$ cat src/cfb_pkg.sv
// Shared types and constants for the command frame builder.
// No dependencies; every module of the block imports this package.
package cfb_pkg;

    // Configuration register indexes and reset values
    localparam int unsigned CFG_IDX_W = 2;
    localparam logic [CFG_IDX_W-1:0] REG_HEADER_FIRST  = 2'd0;
    localparam logic [CFG_IDX_W-1:0] REG_HEADER_SECOND = 2'd1;
    localparam logic [CFG_IDX_W-1:0] REG_PAYLOAD_LIMIT = 2'd2;

    localparam logic [7:0] HEADER_FIRST_RST  = 8'd170;
    localparam logic [7:0] HEADER_SECOND_RST = 8'd85;
    localparam logic [7:0] PAYLOAD_LIMIT_RST = 8'd254;

    // Largest payload length whose length byte (length + 1) still fits in 8 bits
    localparam logic [7:0] LEN_CAP   = 8'd254;
    localparam logic [7:0] LEN_EXTRA = 8'd1;

    // Input action codes
    localparam logic ACT_START = 1'b0;
    localparam logic ACT_BYTE  = 1'b1;

    // Default depth of the queue between front and back
    localparam int unsigned QUEUE_DEPTH_DEF = 2;

    // Beat index inside one command: a start has up to five beats
    localparam int unsigned STEP_W = 3;
    localparam logic [STEP_W-1:0] STEP_HDR1 = 3'd0;
    localparam logic [STEP_W-1:0] STEP_HDR2 = 3'd1;
    localparam logic [STEP_W-1:0] STEP_LEN  = 3'd2;
    localparam logic [STEP_W-1:0] STEP_CMD  = 3'd3;
    localparam logic [STEP_W-1:0] STEP_SUM  = 3'd4;

    typedef enum logic [1:0] {
        K_ERROR,
        K_START,
        K_DATA
    } t_kind;

    // Classified command handed from front to back
    typedef struct packed {
        t_kind      kind;
        logic [7:0] value;     // command code on a start, payload byte on data
        logic [7:0] len_byte;  // payload length + 1, starts only
        logic [7:0] sum;       // checksum, valid when with_sum is set
        logic       with_sum;  // command closes the frame
    } t_cmd;

endpackage

$ cat src/cfb_item_if.sv
// Input channel of the command frame builder: one start or payload item per beat.
// Depends on nothing but the clock domain of the user.
interface cfb_item_if;
    logic       valid;
    logic       ready;
    logic       action;
    logic [7:0] cmd;
    logic [7:0] body_len;
    logic [7:0] data;

    modport source (output valid, action, cmd, body_len, data, input ready);
    modport sink   (input valid, action, cmd, body_len, data, output ready);
endinterface

$ cat src/cfb_beat_if.sv
// Output channel of the command frame builder: one frame byte per beat.
// Depends on nothing but the clock domain of the user.
interface cfb_beat_if;
    logic       valid;
    logic       ready;
    logic [7:0] out_byte;
    logic       last;
    logic       error;

    modport source (output valid, out_byte, last, error, input ready);
    modport sink   (input valid, out_byte, last, error, output ready);
endinterface

$ cat src/cfb_front.sv
// Front part: accepts items, tracks the open frame and builds one command per item.
// Depends on cfb_pkg and cfb_item_if.
module cfb_front
    import cfb_pkg::*;
(
    input  logic        i_clk,
    input  logic        i_rst_n,
    cfb_item_if.sink    i_item,
    input  logic        i_queue_ready,
    input  logic [7:0]  i_payload_limit,
    output logic        o_push,
    output t_cmd        o_cmd
);

    logic       r_frame_open;
    logic [7:0] r_bytes_left;
    logic [7:0] r_running_sum;
    logic       n_frame_open;
    logic [7:0] n_bytes_left;
    logic [7:0] n_running_sum;

    logic [7:0] w_limit;
    logic [7:0] w_len_byte;
    logic [7:0] w_start_sum;
    logic [7:0] w_data_sum;
    logic [7:0] w_left_dec;

    assign i_item.ready = i_queue_ready;
    assign o_push       = i_item.valid && i_queue_ready;

    // Clamp the limit so the length byte never wraps
    assign w_limit     = (i_payload_limit > LEN_CAP) ? LEN_CAP : i_payload_limit;
    assign w_len_byte  = i_item.body_len + LEN_EXTRA;
    assign w_start_sum = w_len_byte + i_item.cmd;
    assign w_data_sum  = r_running_sum + i_item.data;
    assign w_left_dec  = r_bytes_left - 8'd1;

    // Classify the item and work out the frame state it leaves
    always_comb begin
        n_frame_open   = r_frame_open;
        n_bytes_left   = r_bytes_left;
        n_running_sum  = r_running_sum;
        o_cmd.kind     = K_ERROR;
        o_cmd.value    = i_item.cmd;
        o_cmd.len_byte = w_len_byte;
        o_cmd.sum      = w_start_sum;
        o_cmd.with_sum = 1'b0;
        if (i_item.action == ACT_START) begin
            if (!r_frame_open && (i_item.body_len <= w_limit)) begin
                o_cmd.kind = K_START;
                if (i_item.body_len == 8'd0) begin
                    o_cmd.with_sum = 1'b1;
                    n_running_sum  = 8'd0;
                end else begin
                    n_frame_open  = 1'b1;
                    n_bytes_left  = i_item.body_len;
                    n_running_sum = w_start_sum;
                end
            end
        end else if (r_frame_open) begin
            o_cmd.kind  = K_DATA;
            o_cmd.value = i_item.data;
            o_cmd.sum   = w_data_sum;
            if (w_left_dec == 8'd0) begin
                o_cmd.with_sum = 1'b1;
                n_frame_open   = 1'b0;
                n_bytes_left   = 8'd0;
                n_running_sum  = 8'd0;
            end else begin
                n_bytes_left  = w_left_dec;
                n_running_sum = w_data_sum;
            end
        end
    end

    // Advance the frame state on each accepted item
    always_ff @(posedge i_clk) begin
        if (!i_rst_n) begin
            r_frame_open  <= 1'b0;
            r_bytes_left  <= 8'd0;
            r_running_sum <= 8'd0;
        end else if (o_push) begin
            r_frame_open  <= n_frame_open;
            r_bytes_left  <= n_bytes_left;
            r_running_sum <= n_running_sum;
        end
    end

endmodule

$ cat src/cfb_queue.sv
// Short command queue between front and back; either side may stall on its own.
// Depends on cfb_pkg.
module cfb_queue
    import cfb_pkg::*;
#(
    parameter int unsigned DEPTH = QUEUE_DEPTH_DEF
) (
    input  logic i_clk,
    input  logic i_rst_n,
    input  logic i_push,
    input  t_cmd i_cmd,
    output logic o_ready,
    input  logic i_pop,
    output logic o_valid,
    output t_cmd o_head
);

    localparam int unsigned PTR_W = (DEPTH > 1) ? $clog2(DEPTH) : 1;
    localparam int unsigned CNT_W = $clog2(DEPTH + 1);
    localparam logic [PTR_W-1:0] PTR_LAST = PTR_W'(DEPTH - 1);
    localparam logic [CNT_W-1:0] CNT_FULL = CNT_W'(DEPTH);

    t_cmd             r_mem [DEPTH];
    logic [PTR_W-1:0] r_wr;
    logic [PTR_W-1:0] r_rd;
    logic [CNT_W-1:0] r_count;
    logic             w_push;
    logic             w_pop;

    assign o_ready = (r_count != CNT_FULL);
    assign o_valid = (r_count != '0);
    assign o_head  = r_mem[r_rd];
    assign w_push  = i_push && o_ready;
    assign w_pop   = i_pop && o_valid;

    // Store entries
    always_ff @(posedge i_clk) begin
        if (w_push) begin
            r_mem[r_wr] <= i_cmd;
        end
    end

    // Advance pointers and occupancy
    always_ff @(posedge i_clk) begin
        if (!i_rst_n) begin
            r_wr    <= '0;
            r_rd    <= '0;
            r_count <= '0;
        end else begin
            if (w_push) begin
                r_wr <= (r_wr == PTR_LAST) ? '0 : r_wr + PTR_W'(1);
            end
            if (w_pop) begin
                r_rd <= (r_rd == PTR_LAST) ? '0 : r_rd + PTR_W'(1);
            end
            if (w_push && !w_pop) begin
                r_count <= r_count + CNT_W'(1);
            end else if (w_pop && !w_push) begin
                r_count <= r_count - CNT_W'(1);
            end
        end
    end

endmodule

$ cat src/cfb_back.sv
// Back part: expands each command into its frame bytes, one beat per cycle while the sink
// is ready, through a registered output stage. Depends on cfb_pkg and cfb_beat_if.
module cfb_back
    import cfb_pkg::*;
(
    input  logic        i_clk,
    input  logic        i_rst_n,
    input  logic        i_head_valid,
    input  t_cmd        i_head,
    output logic        o_pop,
    input  logic [7:0]  i_header_first,
    input  logic [7:0]  i_header_second,
    cfb_beat_if.source  o_beat
);

    t_cmd              r_cur;
    logic              r_busy;
    logic [STEP_W-1:0] r_step;
    logic              r_out_valid;
    logic [7:0]        r_out_byte;
    logic              r_out_last;
    logic              r_out_error;

    logic [7:0] w_byte;
    logic       w_last;
    logic       w_error;
    logic       w_final;
    logic       w_load;

    assign o_beat.valid    = r_out_valid;
    assign o_beat.out_byte = r_out_byte;
    assign o_beat.last     = r_out_last;
    assign o_beat.error    = r_out_error;

    // Output stage takes a beat when empty or being drained
    assign w_load = r_busy && (!r_out_valid || o_beat.ready);
    assign o_pop  = i_head_valid && (!r_busy || (w_load && w_final));

    // Select the byte for the current step of the command
    always_comb begin
        w_byte  = 8'd0;
        w_last  = 1'b0;
        w_error = 1'b0;
        w_final = 1'b0;
        unique case (r_cur.kind)
            K_START: begin
                case (r_step)
                    STEP_HDR1: w_byte = i_header_first;
                    STEP_HDR2: w_byte = i_header_second;
                    STEP_LEN:  w_byte = r_cur.len_byte;
                    STEP_CMD: begin
                        w_byte  = r_cur.value;
                        w_final = !r_cur.with_sum;
                    end
                    default: begin
                        w_byte  = r_cur.sum;
                        w_last  = 1'b1;
                        w_final = 1'b1;
                    end
                endcase
            end
            K_DATA: begin
                if (r_step == STEP_HDR1) begin
                    w_byte  = r_cur.value;
                    w_final = !r_cur.with_sum;
                end else begin
                    w_byte  = r_cur.sum;
                    w_last  = 1'b1;
                    w_final = 1'b1;
                end
            end
            default: begin
                w_last  = 1'b1;
                w_error = 1'b1;
                w_final = 1'b1;
            end
        endcase
    end

    // Hold the current command and advance through its beats
    always_ff @(posedge i_clk) begin
        if (!i_rst_n) begin
            r_busy <= 1'b0;
            r_step <= STEP_HDR1;
        end else if (o_pop) begin
            r_busy <= 1'b1;
            r_step <= STEP_HDR1;
        end else if (w_load) begin
            if (w_final) begin
                r_busy <= 1'b0;
            end else begin
                r_step <= r_step + STEP_W'(1);
            end
        end
    end

    always_ff @(posedge i_clk) begin
        if (o_pop) begin
            r_cur <= i_head;
        end
    end

    // Output register
    always_ff @(posedge i_clk) begin
        if (!i_rst_n) begin
            r_out_valid <= 1'b0;
        end else if (w_load) begin
            r_out_valid <= 1'b1;
        end else if (o_beat.ready) begin
            r_out_valid <= 1'b0;
        end
    end

    always_ff @(posedge i_clk) begin
        if (w_load) begin
            r_out_byte  <= w_byte;
            r_out_last  <= w_last;
            r_out_error <= w_error;
        end
    end

endmodule

$ cat src/command_frame_builder.sv
// Top level of the command frame builder: configuration registers, front, queue, back.
// Depends on cfb_pkg, cfb_item_if, cfb_beat_if, cfb_front, cfb_queue, cfb_back.
//
//   channel   direction  beat carries
//   i_item    in         action, cmd, body_len, data
//   o_beat    out        out_byte, last, error
//   i_cfg_*   in         write enable, register index, 8-bit data
//
// The front takes one item per cycle whenever the queue has room. The back sends
// one byte per cycle while the sink is ready: a start gives 4 or 5 beats, a
// payload byte 1 or 2, a rejected item 1, so the sustained item rate follows the
// output beat count. An item's bytes pass the queue entry, command and output registers.
// Synchronous active-low reset clears frame state, queue and output valid.
// Either side may stall at any time; the queue absorbs the difference.
module command_frame_builder
    import cfb_pkg::*;
#(
    parameter int unsigned QUEUE_DEPTH = QUEUE_DEPTH_DEF
) (
    input  logic                 i_clk,
    input  logic                 i_rst_n,
    cfb_item_if.sink             i_item,
    cfb_beat_if.source           o_beat,
    input  logic                 i_cfg_we,
    input  logic [CFG_IDX_W-1:0] i_cfg_index,
    input  logic [7:0]           i_cfg_data
);

    logic [7:0] r_header_first;
    logic [7:0] r_header_second;
    logic [7:0] r_payload_limit;

    logic w_push;
    t_cmd w_cmd;
    logic w_queue_ready;
    logic w_pop;
    logic w_head_valid;
    t_cmd w_head;

    // Configuration registers; unknown indexes drop
    always_ff @(posedge i_clk) begin
        if (!i_rst_n) begin
            r_header_first  <= HEADER_FIRST_RST;
            r_header_second <= HEADER_SECOND_RST;
            r_payload_limit <= PAYLOAD_LIMIT_RST;
        end else if (i_cfg_we) begin
            case (i_cfg_index)
                REG_HEADER_FIRST:  r_header_first  <= i_cfg_data;
                REG_HEADER_SECOND: r_header_second <= i_cfg_data;
                REG_PAYLOAD_LIMIT: r_payload_limit <= i_cfg_data;
                default: ;
            endcase
        end
    end

    cfb_front u_front (
        .i_clk           (i_clk),
        .i_rst_n         (i_rst_n),
        .i_item          (i_item),
        .i_queue_ready   (w_queue_ready),
        .i_payload_limit (r_payload_limit),
        .o_push          (w_push),
        .o_cmd           (w_cmd)
    );

    cfb_queue #(
        .DEPTH (QUEUE_DEPTH)
    ) u_queue (
        .i_clk   (i_clk),
        .i_rst_n (i_rst_n),
        .i_push  (w_push),
        .i_cmd   (w_cmd),
        .o_ready (w_queue_ready),
        .i_pop   (w_pop),
        .o_valid (w_head_valid),
        .o_head  (w_head)
    );

    cfb_back u_back (
        .i_clk           (i_clk),
        .i_rst_n         (i_rst_n),
        .i_head_valid    (w_head_valid),
        .i_head          (w_head),
        .o_pop           (w_pop),
        .i_header_first  (r_header_first),
        .i_header_second (r_header_second),
        .o_beat          (o_beat)
    );

    // An error beat is always a lone zero byte marked last
    a_error_form: assert property (@(posedge i_clk) disable iff (!i_rst_n)
        o_beat.valid && o_beat.error |-> o_beat.last && (o_beat.out_byte == 8'd0))
        else $error("error beat not zero or not last");

    // The back never pops an empty queue
    a_pop_nonempty: assert property (@(posedge i_clk) disable iff (!i_rst_n)
        w_pop |-> w_head_valid)
        else $error("pop from empty command queue");

    // A push never lands on a full queue
    a_push_room: assert property (@(posedge i_clk) disable iff (!i_rst_n)
        w_push |-> w_queue_ready)
        else $error("push into full command queue");

    // Output is empty right after reset
    a_out_reset: assert property (@(posedge i_clk)
        $past(!i_rst_n) |-> !o_beat.valid)
        else $error("output valid after reset");

endmodule

$ cat src/flat_wrapper.sv
// flat-port wrapper written by rule: the top's interface ports become plain ports
module command_frame_builder_flat import cfb_pkg::*;
#(
    parameter int unsigned QUEUE_DEPTH = QUEUE_DEPTH_DEF
)
  (i_clk, i_rst_n, i_cfg_we, i_cfg_index, i_cfg_data, i_item_valid, i_item_action, i_item_cmd, i_item_body_len, i_item_data, i_item_ready, o_beat_valid, o_beat_out_byte, o_beat_last, o_beat_error, o_beat_ready);
  cfb_item_if i_item_i ();
  cfb_beat_if o_beat_i ();
  input  logic i_clk;
  input  logic i_rst_n;
  input  logic i_cfg_we;
  input  logic [CFG_IDX_W-1:0] i_cfg_index;
  input  logic [7:0] i_cfg_data;
  input wire logic [$bits(i_item_i.valid)-1:0] i_item_valid;
  input wire logic [$bits(i_item_i.action)-1:0] i_item_action;
  input wire logic [$bits(i_item_i.cmd)-1:0] i_item_cmd;
  input wire logic [$bits(i_item_i.body_len)-1:0] i_item_body_len;
  input wire logic [$bits(i_item_i.data)-1:0] i_item_data;
  output wire logic [$bits(i_item_i.ready)-1:0] i_item_ready;
  output wire logic [$bits(o_beat_i.valid)-1:0] o_beat_valid;
  output wire logic [$bits(o_beat_i.out_byte)-1:0] o_beat_out_byte;
  output wire logic [$bits(o_beat_i.last)-1:0] o_beat_last;
  output wire logic [$bits(o_beat_i.error)-1:0] o_beat_error;
  input wire logic [$bits(o_beat_i.ready)-1:0] o_beat_ready;
  assign i_item_i.valid = i_item_valid;
  assign i_item_i.action = i_item_action;
  assign i_item_i.cmd = i_item_cmd;
  assign i_item_i.body_len = i_item_body_len;
  assign i_item_i.data = i_item_data;
  assign i_item_ready = i_item_i.ready;
  assign o_beat_valid = o_beat_i.valid;
  assign o_beat_out_byte = o_beat_i.out_byte;
  assign o_beat_last = o_beat_i.last;
  assign o_beat_error = o_beat_i.error;
  assign o_beat_i.ready = o_beat_ready;
  command_frame_builder #(.QUEUE_DEPTH(QUEUE_DEPTH)) u_core (.i_clk(i_clk), .i_rst_n(i_rst_n), .i_item(i_item_i), .o_beat(o_beat_i), .i_cfg_we(i_cfg_we), .i_cfg_index(i_cfg_index), .i_cfg_data(i_cfg_data));
endmodule
$ cat config.mk
export PLATFORM = sky130hd
export DESIGN_NAME = command_frame_builder_flat
export DESIGN_NICKNAME = d
export VERILOG_FILES = /design/src/cfb_pkg.sv /design/src/cfb_item_if.sv /design/src/cfb_beat_if.sv /design/src/cfb_front.sv /design/src/cfb_queue.sv /design/src/cfb_back.sv /design/src/command_frame_builder.sv /design/src/flat_wrapper.sv
export SDC_FILE = /design/constraint.sdc
export NUM_CORES = 1
export LEC_CHECK = 0
export ABC_CLOCK_PERIOD_IN_PS = 4100
export BUFFER_PORTS_ARGS = -buffer_cell sky130_fd_sc_hd__buf_2
export CORE_ASPECT_RATIO = 1.1
export CORE_MARGIN = 2
export CORE_UTILIZATION = 30
export CTS_CLUSTER_SIZE = 12
export DETAILED_ROUTE_END_ITERATION = 10
export GPL_TIMING_DRIVEN = 0
export PLACE_DENSITY = 0.54
export SLEW_MARGIN = 20
export SYNTH_ARGS = -nofsm -noshare
export SYNTH_HDL_FRONTEND = slang
export SYNTH_SLANG_ARGS = --single-unit
$ cat constraint.sdc
create_clock -name i_clk -period 4.1 [get_ports i_clk]
set_input_delay 0.205 -clock i_clk [delete_from_list [all_inputs] [get_ports i_clk]]
set_output_delay 0.205 -clock i_clk [all_outputs]
set_load 0.02 [all_outputs]
==> results of run 1 <==
-- path summary, 6_finish.rpt --
check,slack [ns],to,cells past startpoint
worst min register to register,0.51,u_core.r_payload_limit[0]$_SDFFE_PN0P_,2
worst min-delay path,0.04,u_core.r_header_second[2]$_SDFFE_PN1P_,3
worst max-delay path,1.08,u_core.u_queue.r_count[1]$_SDFFE_PN0P_,12
worst max register to register,1.08,u_core.u_queue.r_count[1]$_SDFFE_PN0P_,12
-- through the flow --
stage	std cells	util (%)	setup WS [ns]	setup TNS, ns	hold slack [ns]
2_1_floorplan	581	-	0.1956	0	0.3301
3_3_place_gp	932	33.07	-0.6418	-1.244	0.4730
3_5_place_dp	934	33.37	1.074	0	0.4692
4_1_cts	966	35.89	1.044	0	0.02521
5_1_grt	966	35.89	0.8052	0	0.04965
6_report	966	35.89	1.084	0	0.04292
-- cell usage in the layout, fill, tap and decap left out, types with 3 or more instances in the layout --
master      Yosys  final
o21bai_1        4      4
nand2_1        32     32
clkbuf_16       0     17
edfxtp_1       91     91
clkbuf_1       21     24
clkinvlp_4      0      4
a222oi_1        8      8
a21o_1          4      4
a22oi_1         4      4
a22o_1          9      9
inv_1          23     23
o21a_1          3      3
o211ai_1       11     11
and2_1          4      4
clkinv_2        0      4
mux2_2         39     39
nand4_1         3      3
nand3_1        10     10
o21ai_0        26     26
buf_2           2     53
ha_1           34     34
dfxtp_1        50     50
nor2_2          3      3
nor3_1          8      8
a221oi_1        9      9
nand2b_1        6      6
nor2_1         41     40
a21oi_1        29     28
a21boi_0        5      5
and3_1          4      3
mux2i_1        18     18
xor2_1         13     13
nor2b_1        19     19
xnor2_1        14     14
a211oi_1        3      3
-- flip-flops by register name, indices dropped and copies added (netlist names) --
register	flops
u_core.r_header_first	8
u_core.u_queue.r_count	2
u_core.u_back.r_cur	27
u_core.r_payload_limit	8
u_core.u_front.r_bytes_left	8
u_core.u_front.r_frame_open	1
u_core.u_back.o_beat.error	1
u_core.u_queue.r_wr	1
u_core.u_back.o_beat.last	1
u_core.u_back.o_beat.valid	1
u_core.r_header_second	8
u_core.u_front.r_running_sum	8
u_core.u_back.r_step	3
u_core.u_back.o_beat.out_byte	8
u_core.u_queue.r_mem	54
u_core.u_back.r_busy	1
u_core.u_queue.r_rd	1
-- per-layer routing --
| metal | wire length (um) | track usage, % |
|---|---|---|
| met5 | 13 | 0 |
| met4 | 376 | 6.407 |
| met3 | 603 | 3.081 |
| met2 | 8283 | 24.81 |
| met1 | 7151 | 16.85 |
-- where the power goes --
group | total, W | internal, W | switching, W | leakage, nW
clock | 0.00149 | 0.000907 | 0.000581 | 0.269
combinational | 0.00135 | 0.000557 | 0.000795 | 1.56
sequential | 0.00211 | 0.00197 | 0.000148 | 1.27
total | 0.00495 | 0.00343 | 0.00152 | 3.09
-- cell type report --
type                       instances  area share [%]
sequential                       141           45.95
multi-input combinational        391           36.31
clock buffer                      21           5.544
tap                              300           4.620
timing repair buffer              53           3.727
clock inverter                    11           1.463
buffer                            26           1.324
inverter                          23           1.063
-- worst max-delay path, delay by kind of cell (launching register included) --
kind / cells / cell delay (ns)
AO/OA/AOI/OAI: 3 / 0.52
adder cells (fa/ha/maj): 3 / 0.58
buffers and inverters: 3 / 0.38
flip-flops: 1 / 0.41
AND/OR/NAND/NOR: 3 / 1.05
-- cell families (layout without fill, tap and decap cells) --
kind of cell / after synthesis / after routing / synth area share [%]
buffers and inverters: 49 / 134 / 2.828
adders and majority gates: 36 / 36 / 6.787
xor gates and xnor gates: 27 / 27 / 3.448
and+or+nand+nor: 142 / 142 / 10.49
AOI/OAI and AO/OA: 129 / 129 / 12.97
muxes: 57 / 57 / 9.031
DFF: 141 / 141 / 54.44
==> flow_summary_export.csv, run 1 <==
group,metric,value,unit
setup_path,end_kind,"register",
drt,drc_errors,0,
place,hpwl,12.61,mm
power_and_ir_drop,total_power,0.004954,W
yosys,synth_edf_count,91,
setup_path,crit_required,4.46,ns
clock_tree,cts_resized,0,
finish,layout.area.seq,3734,um^2
sta,hold_violations,0,
clock_tree,cts_made_buffers,17,
finish,antenna_cells,0,
setup_path,startpoint,"u_core.u_back.r_step[0]$_SDFFE_PP0P_",
clock_tree,clk_latency,0.43,ns
run,cap_violations,0,
clock_tree,hold_buffers,0,
yosys,yosys.area.top_type,"edfxtp_1",
power_and_ir_drop,power.density,609.7,nW/um^2
yosys,async_reset_ff_share,0,%
clock_tree,htree_num_levels,4,
clock_tree,cts.sinks,141,
place,place_area,7556,um^2
worst_hold_path,min_from,"i_cfg_data[2]",
finish,stdcell_area,8125,um^2
floorplanning,core_region_area,22640,um^2
sta,rsz0062_at_grt,"false",
drt,routed_via_density,4.860,
yosys,syn_inst,581,
global_route,grt_pass1_vias,4725,
global_route,grt_pass1_wl,25.96,mm
setup_path,path_cells,"ha_1 > ha_1 > buf_2 > inv_1 > a31oi_1 > nor2_2 > nor3_1 > a21oi_4 > inv_1 > ha_1 > or3_1 > a21boi_0",
sta,final-max-slew-violation-count,0,
yosys,syn_nets,657,
sta,relSlewSlack,35.55,%
clock_tree,clockRootBuffer,"clkbuf_16",
finish,drive_gt1_share,20.42,%
drt,drtIter0Drc,284,
yosys,ys_warn_count,0,
floorplanning,die_w,148.2,um
setup_path,cp_slowest_stage_delay,0.56,ns
sta,worstMarginPinSlew,0.9648,ns
floorplanning,initial_core_util,30.29,%
yosys,synth_top_area_share,39.85,%
clock_tree,clk_path_buf_depth,2,
floorplanning,pin_count,52,
setup_path,start_kind,"register",
yosys,mappedNetlistArea,6858,um^2
floorplanning,design.die.area,24090,um^2
drt,first_pass_iters,5,
finish,fillers,2221,
place,io_buffers,51,
power_and_ir_drop,p_leak,3.093,nW
yosys,yosys-top-cells-area,"edfxtp_1, dfxtp_1, mux2_2, ha_1, mux2i_1",
clock_tree,tritoncts,"done",
setup_path,arrival,3.37,ns
global_route,gr-total-overflow,0,
drt,num_vias,4695,
yosys,synthFlopType,"edfxtp_1",
setup_path,worstSetupPathType,"register to register",
yosys,yosys-top-cells-count,"edfxtp_1, dfxtp_1, nor2_1",
sta,fmax,331.6,MHz
sta,min_period,3.016,ns
yosys,avgSynthCellArea,11.80,um^2
yosys,ys_seq_area_share,54.44,%
drt,wl_per_cell,17.01,um
finish,syn_to_final_growth,18.48,%
yosys,yosysMostFrequentCell,"edfxtp_1",
finish,multi_input_area,2950,um^2
setup_path,timing.rr.start,"u_core.u_back.r_step[0]$_SDFFE_PP0P_",
sta,final.setup_skew,0.02219,ns
yosys,synth-seq-cells,141,
clock_tree,cts.clk_slew.worst_paths,0.06,ns
power_and_ir_drop,peakVddDrop,0.3239,mV
yosys,netlist-cell-type-count,55,
setup_path,path_max_fanout,10,
floorplanning,rows,58,
place,place.gp.congestion,0.8556,
run_status,status,"finished, final reports clean",
drt,routed_wl,16.43,mm
finish,nets,729,
global_route,grt_usage,14.25,%
setup_path,path_common_cell,"ha_1",
setup_path,critical_path.slowest_cell,"nor3_1",
sta,finalCritPeriodShare,73.56,%
global_route,grt_max_degree,28,
floorplanning,die_h,162.6,um
sta,setup_violations,0,
worst_hold_path,hp-class,"primary input to register",
drt,postRouteAntennaNets,0,
clock_tree,post-cts-setup-buffers,0,
global_route,antenna_found_initial,1,
(Power assumes the default switching activity.)
==> run 2: changes to the inputs <==
- ABC_CLOCK_PERIOD_IN_PS: 4100 -> 2600
- clock period: 4.1 -> 2.6 ns (I/O delays scaled with it)
==> flow_summary_export.csv, run 2 (synthesis results as in run 1) <==
group,metric,value,unit
floorplanning,initial_core_util,30.29,%
sta,setup_violations,0,
run,cap_violations,0,
drt,routed_via_density,4.837,
clock_tree,cts_made_buffers,17,
floorplanning,core_region_area,22640,um^2
sta,fin_ws,0.1159,ns
finish,antenna_cells,0,
drt,routed_wl,16.48,mm
global_route,gr-total-overflow,0,
sta,fmax,402.6,MHz
global_route,grt_pass1_vias,4875,
finish,fin_util,36.84,%
finish,fillers,2209,
drt,wl_per_cell,16.92,um
finish,largest_register_ffs,54,
setup_path,crit_required,2.95,ns
place,place_ws,-0.5930,ns
setup_path,cp_slowest_stage_delay,0.39,ns
sta,final.setup_skew,0.007822,ns
floorplanning,die_w,148.2,um
drt,first_pass_iters,4,
drt,num_vias,4711,
sta,min_period,2.484,ns
floorplanning,design.die.area,24090,um^2
floorplanning,rows,58,
setup_path,start_kind,"register",
setup_path,path_cells,"ha_4 > ha_4 > buf_6 > inv_2 > a31oi_1 > nor2_4 > nor3_4 > a21oi_4 > inv_2 > ha_4 > or3_1 > a21boi_1",
global_route,grt_pass1_wl,26.44,mm
setup_path,path_max_fanout,10,
setup_path,arrival,2.84,ns
worst_hold_path,hp-class,"primary input to register",
clock_tree,tritoncts,"done",
finish,layout.area.seq,3736,um^2
clock_tree,clk_latency,0.43,ns
sta,hold_violations,0,
setup_path,end_kind,"register",
setup_path,critical_path.slowest_cell,"dfxtp_2",
power_and_ir_drop,peakVddDrop,0.3313,mV
global_route,antenna_found_initial,0,
finish,multi_input_area,3033,um^2
global_route,grt_usage,14.35,%
place,place.gp.congestion,0.8628,
finish,regMostFlops,"u_core.u_queue.r_mem",
sta,relSlewSlack,36.16,%
clock_tree,cts.sinks,141,
place,io_buffers,51,
sta,rsz0062_at_grt,"true",
clock_tree,htree_num_levels,4,
power_and_ir_drop,power.density,960.4,nW/um^2
finish,reg.largest.list,"u_core.u_queue.r_mem x54, u_core.u_back.r_cur x27",
clock_tree,cts.clk_slew.worst_paths,0.06,ns
global_route,grt_max_degree,28,
sta,final-max-slew-violation-count,0,
drt,drc_errors,0,
finish,layout_common_cells,"edfxtp_1, buf_2, dfxtp_1",
finish,mostFrequentLayoutCell,"edfxtp_1",
floorplanning,die_h,162.6,um
sta,finalCritPeriodShare,95.54,%
sta,worstMarginPinSlew,0.9556,ns
power_and_ir_drop,p_leak,3.160,nW
run_status,status,"finished, final reports clean",
place,hpwl,12.55,mm
finish,stdcell_area,8342,um^2
place,placedCellCount,933,
finish,drive_gt1_share,22.55,%
finish,final-instance-count-excl-fill,974,
drt,drtIter0Drc,276,
setup_path,path_common_cell,"ha_4",
floorplanning,pin_count,52,
drt,postRouteAntennaNets,0,
place,place_area,7581,um^2
finish,nets,737,
clock_tree,clockRootBuffer,"clkbuf_16",
finish,syn_to_final_growth,21.64,%
setup_path,worstSetupPathType,"register to register",
clock_tree,clk_path_buf_depth,2,
[run 2: cell count changes in the layout (fill, tap and decap cells not counted), sizes merged]
cell,previous run,this run
inv,24,27
clkinv,4,2
a21oi,29,30
clkinvlp,4,5
bufinv,2,4
dlygate4sd3,0,8
clkbuf,42,37
[run 2: worst paths after layout]
path                                          startpoint  cells past startpoint  slack (ns)                                     end
setup / recovery    u_core.u_back.r_step[0]$_SDFFE_PP0P_                     12        0.12  u_core.u_queue.r_count[1]$_SDFFE_PN0P_
setup reg to reg    u_core.u_back.r_step[0]$_SDFFE_PP0P_                     12        0.12  u_core.u_queue.r_count[1]$_SDFFE_PN0P_
hold / removal                            i_item_data[5]                      2        0.06   u_core.u_queue.r_mem[1][22]$_DFFE_PP_
hold reg to reg   u_core.r_header_second[6]$_SDFFE_PN1P_                      2        0.51  u_core.r_header_second[6]$_SDFFE_PN1P_
[run 2: cell type report]
type | count | share of cell area [%]
multi-input combinational | 392 | 36.36
tap | 300 | 4.500
buffer | 25 | 1.350
clock inverter | 15 | 2.520
sequential | 141 | 44.79
clock buffer | 17 | 5.100
inverter | 23 | 1.035
timing repair buffer | 61 | 4.350
[run 2: per-layer routing]
layer / routed length, um / global-route usage (%)
met4: 788 / 7.749
met1: 7047 / 16.47
met2: 8154 / 24.77
met5: 0 / 0
met3: 492 / 3.361
[run 2: stage by stage]
stage	total power, W	setup TNS, ns	hold slack [ns]
after floorplan	0.004757	-0.1120	0.2551
after global placement	0.005313	-12.37	0.3863
after detailed placement	0.005391	-2.762	0.3864
after CTS	0.008084	0	0.04663
after global routing	0.008456	-0.6065	0.05385
final	0.008011	0	0.06215
[run 2: power breakdown]
group | internal, W | switching (W)
sequential | 0.00306 | 0.000227
combinational | 0.000864 | 0.00128
clock | 0.00162 | 0.000970
[run 2: what timing repair did]
item                                    4_1_cts  5_1_grt
endpoints found under the setup margin       35       21
hold endpoints to repair                     12        0
setup buffers                                 1        0
hold buffers                                  8        0
pin swaps                                     1        0
resized for setup                             1        6
gates cloned                                  1        0
[run 2: worst max-delay path, delay by kind of cell (launching register included)]
| kind | cells | cell delay (ns) |
|---|---|---|
| and+or+nand+nor | 3 | 0.81 |
| AOI/OAI and AO/OA | 3 | 0.50 |
| buffers and inverters | 3 | 0.24 |
| adders and majority gates | 3 | 0.46 |
| DFF | 1 | 0.39 |
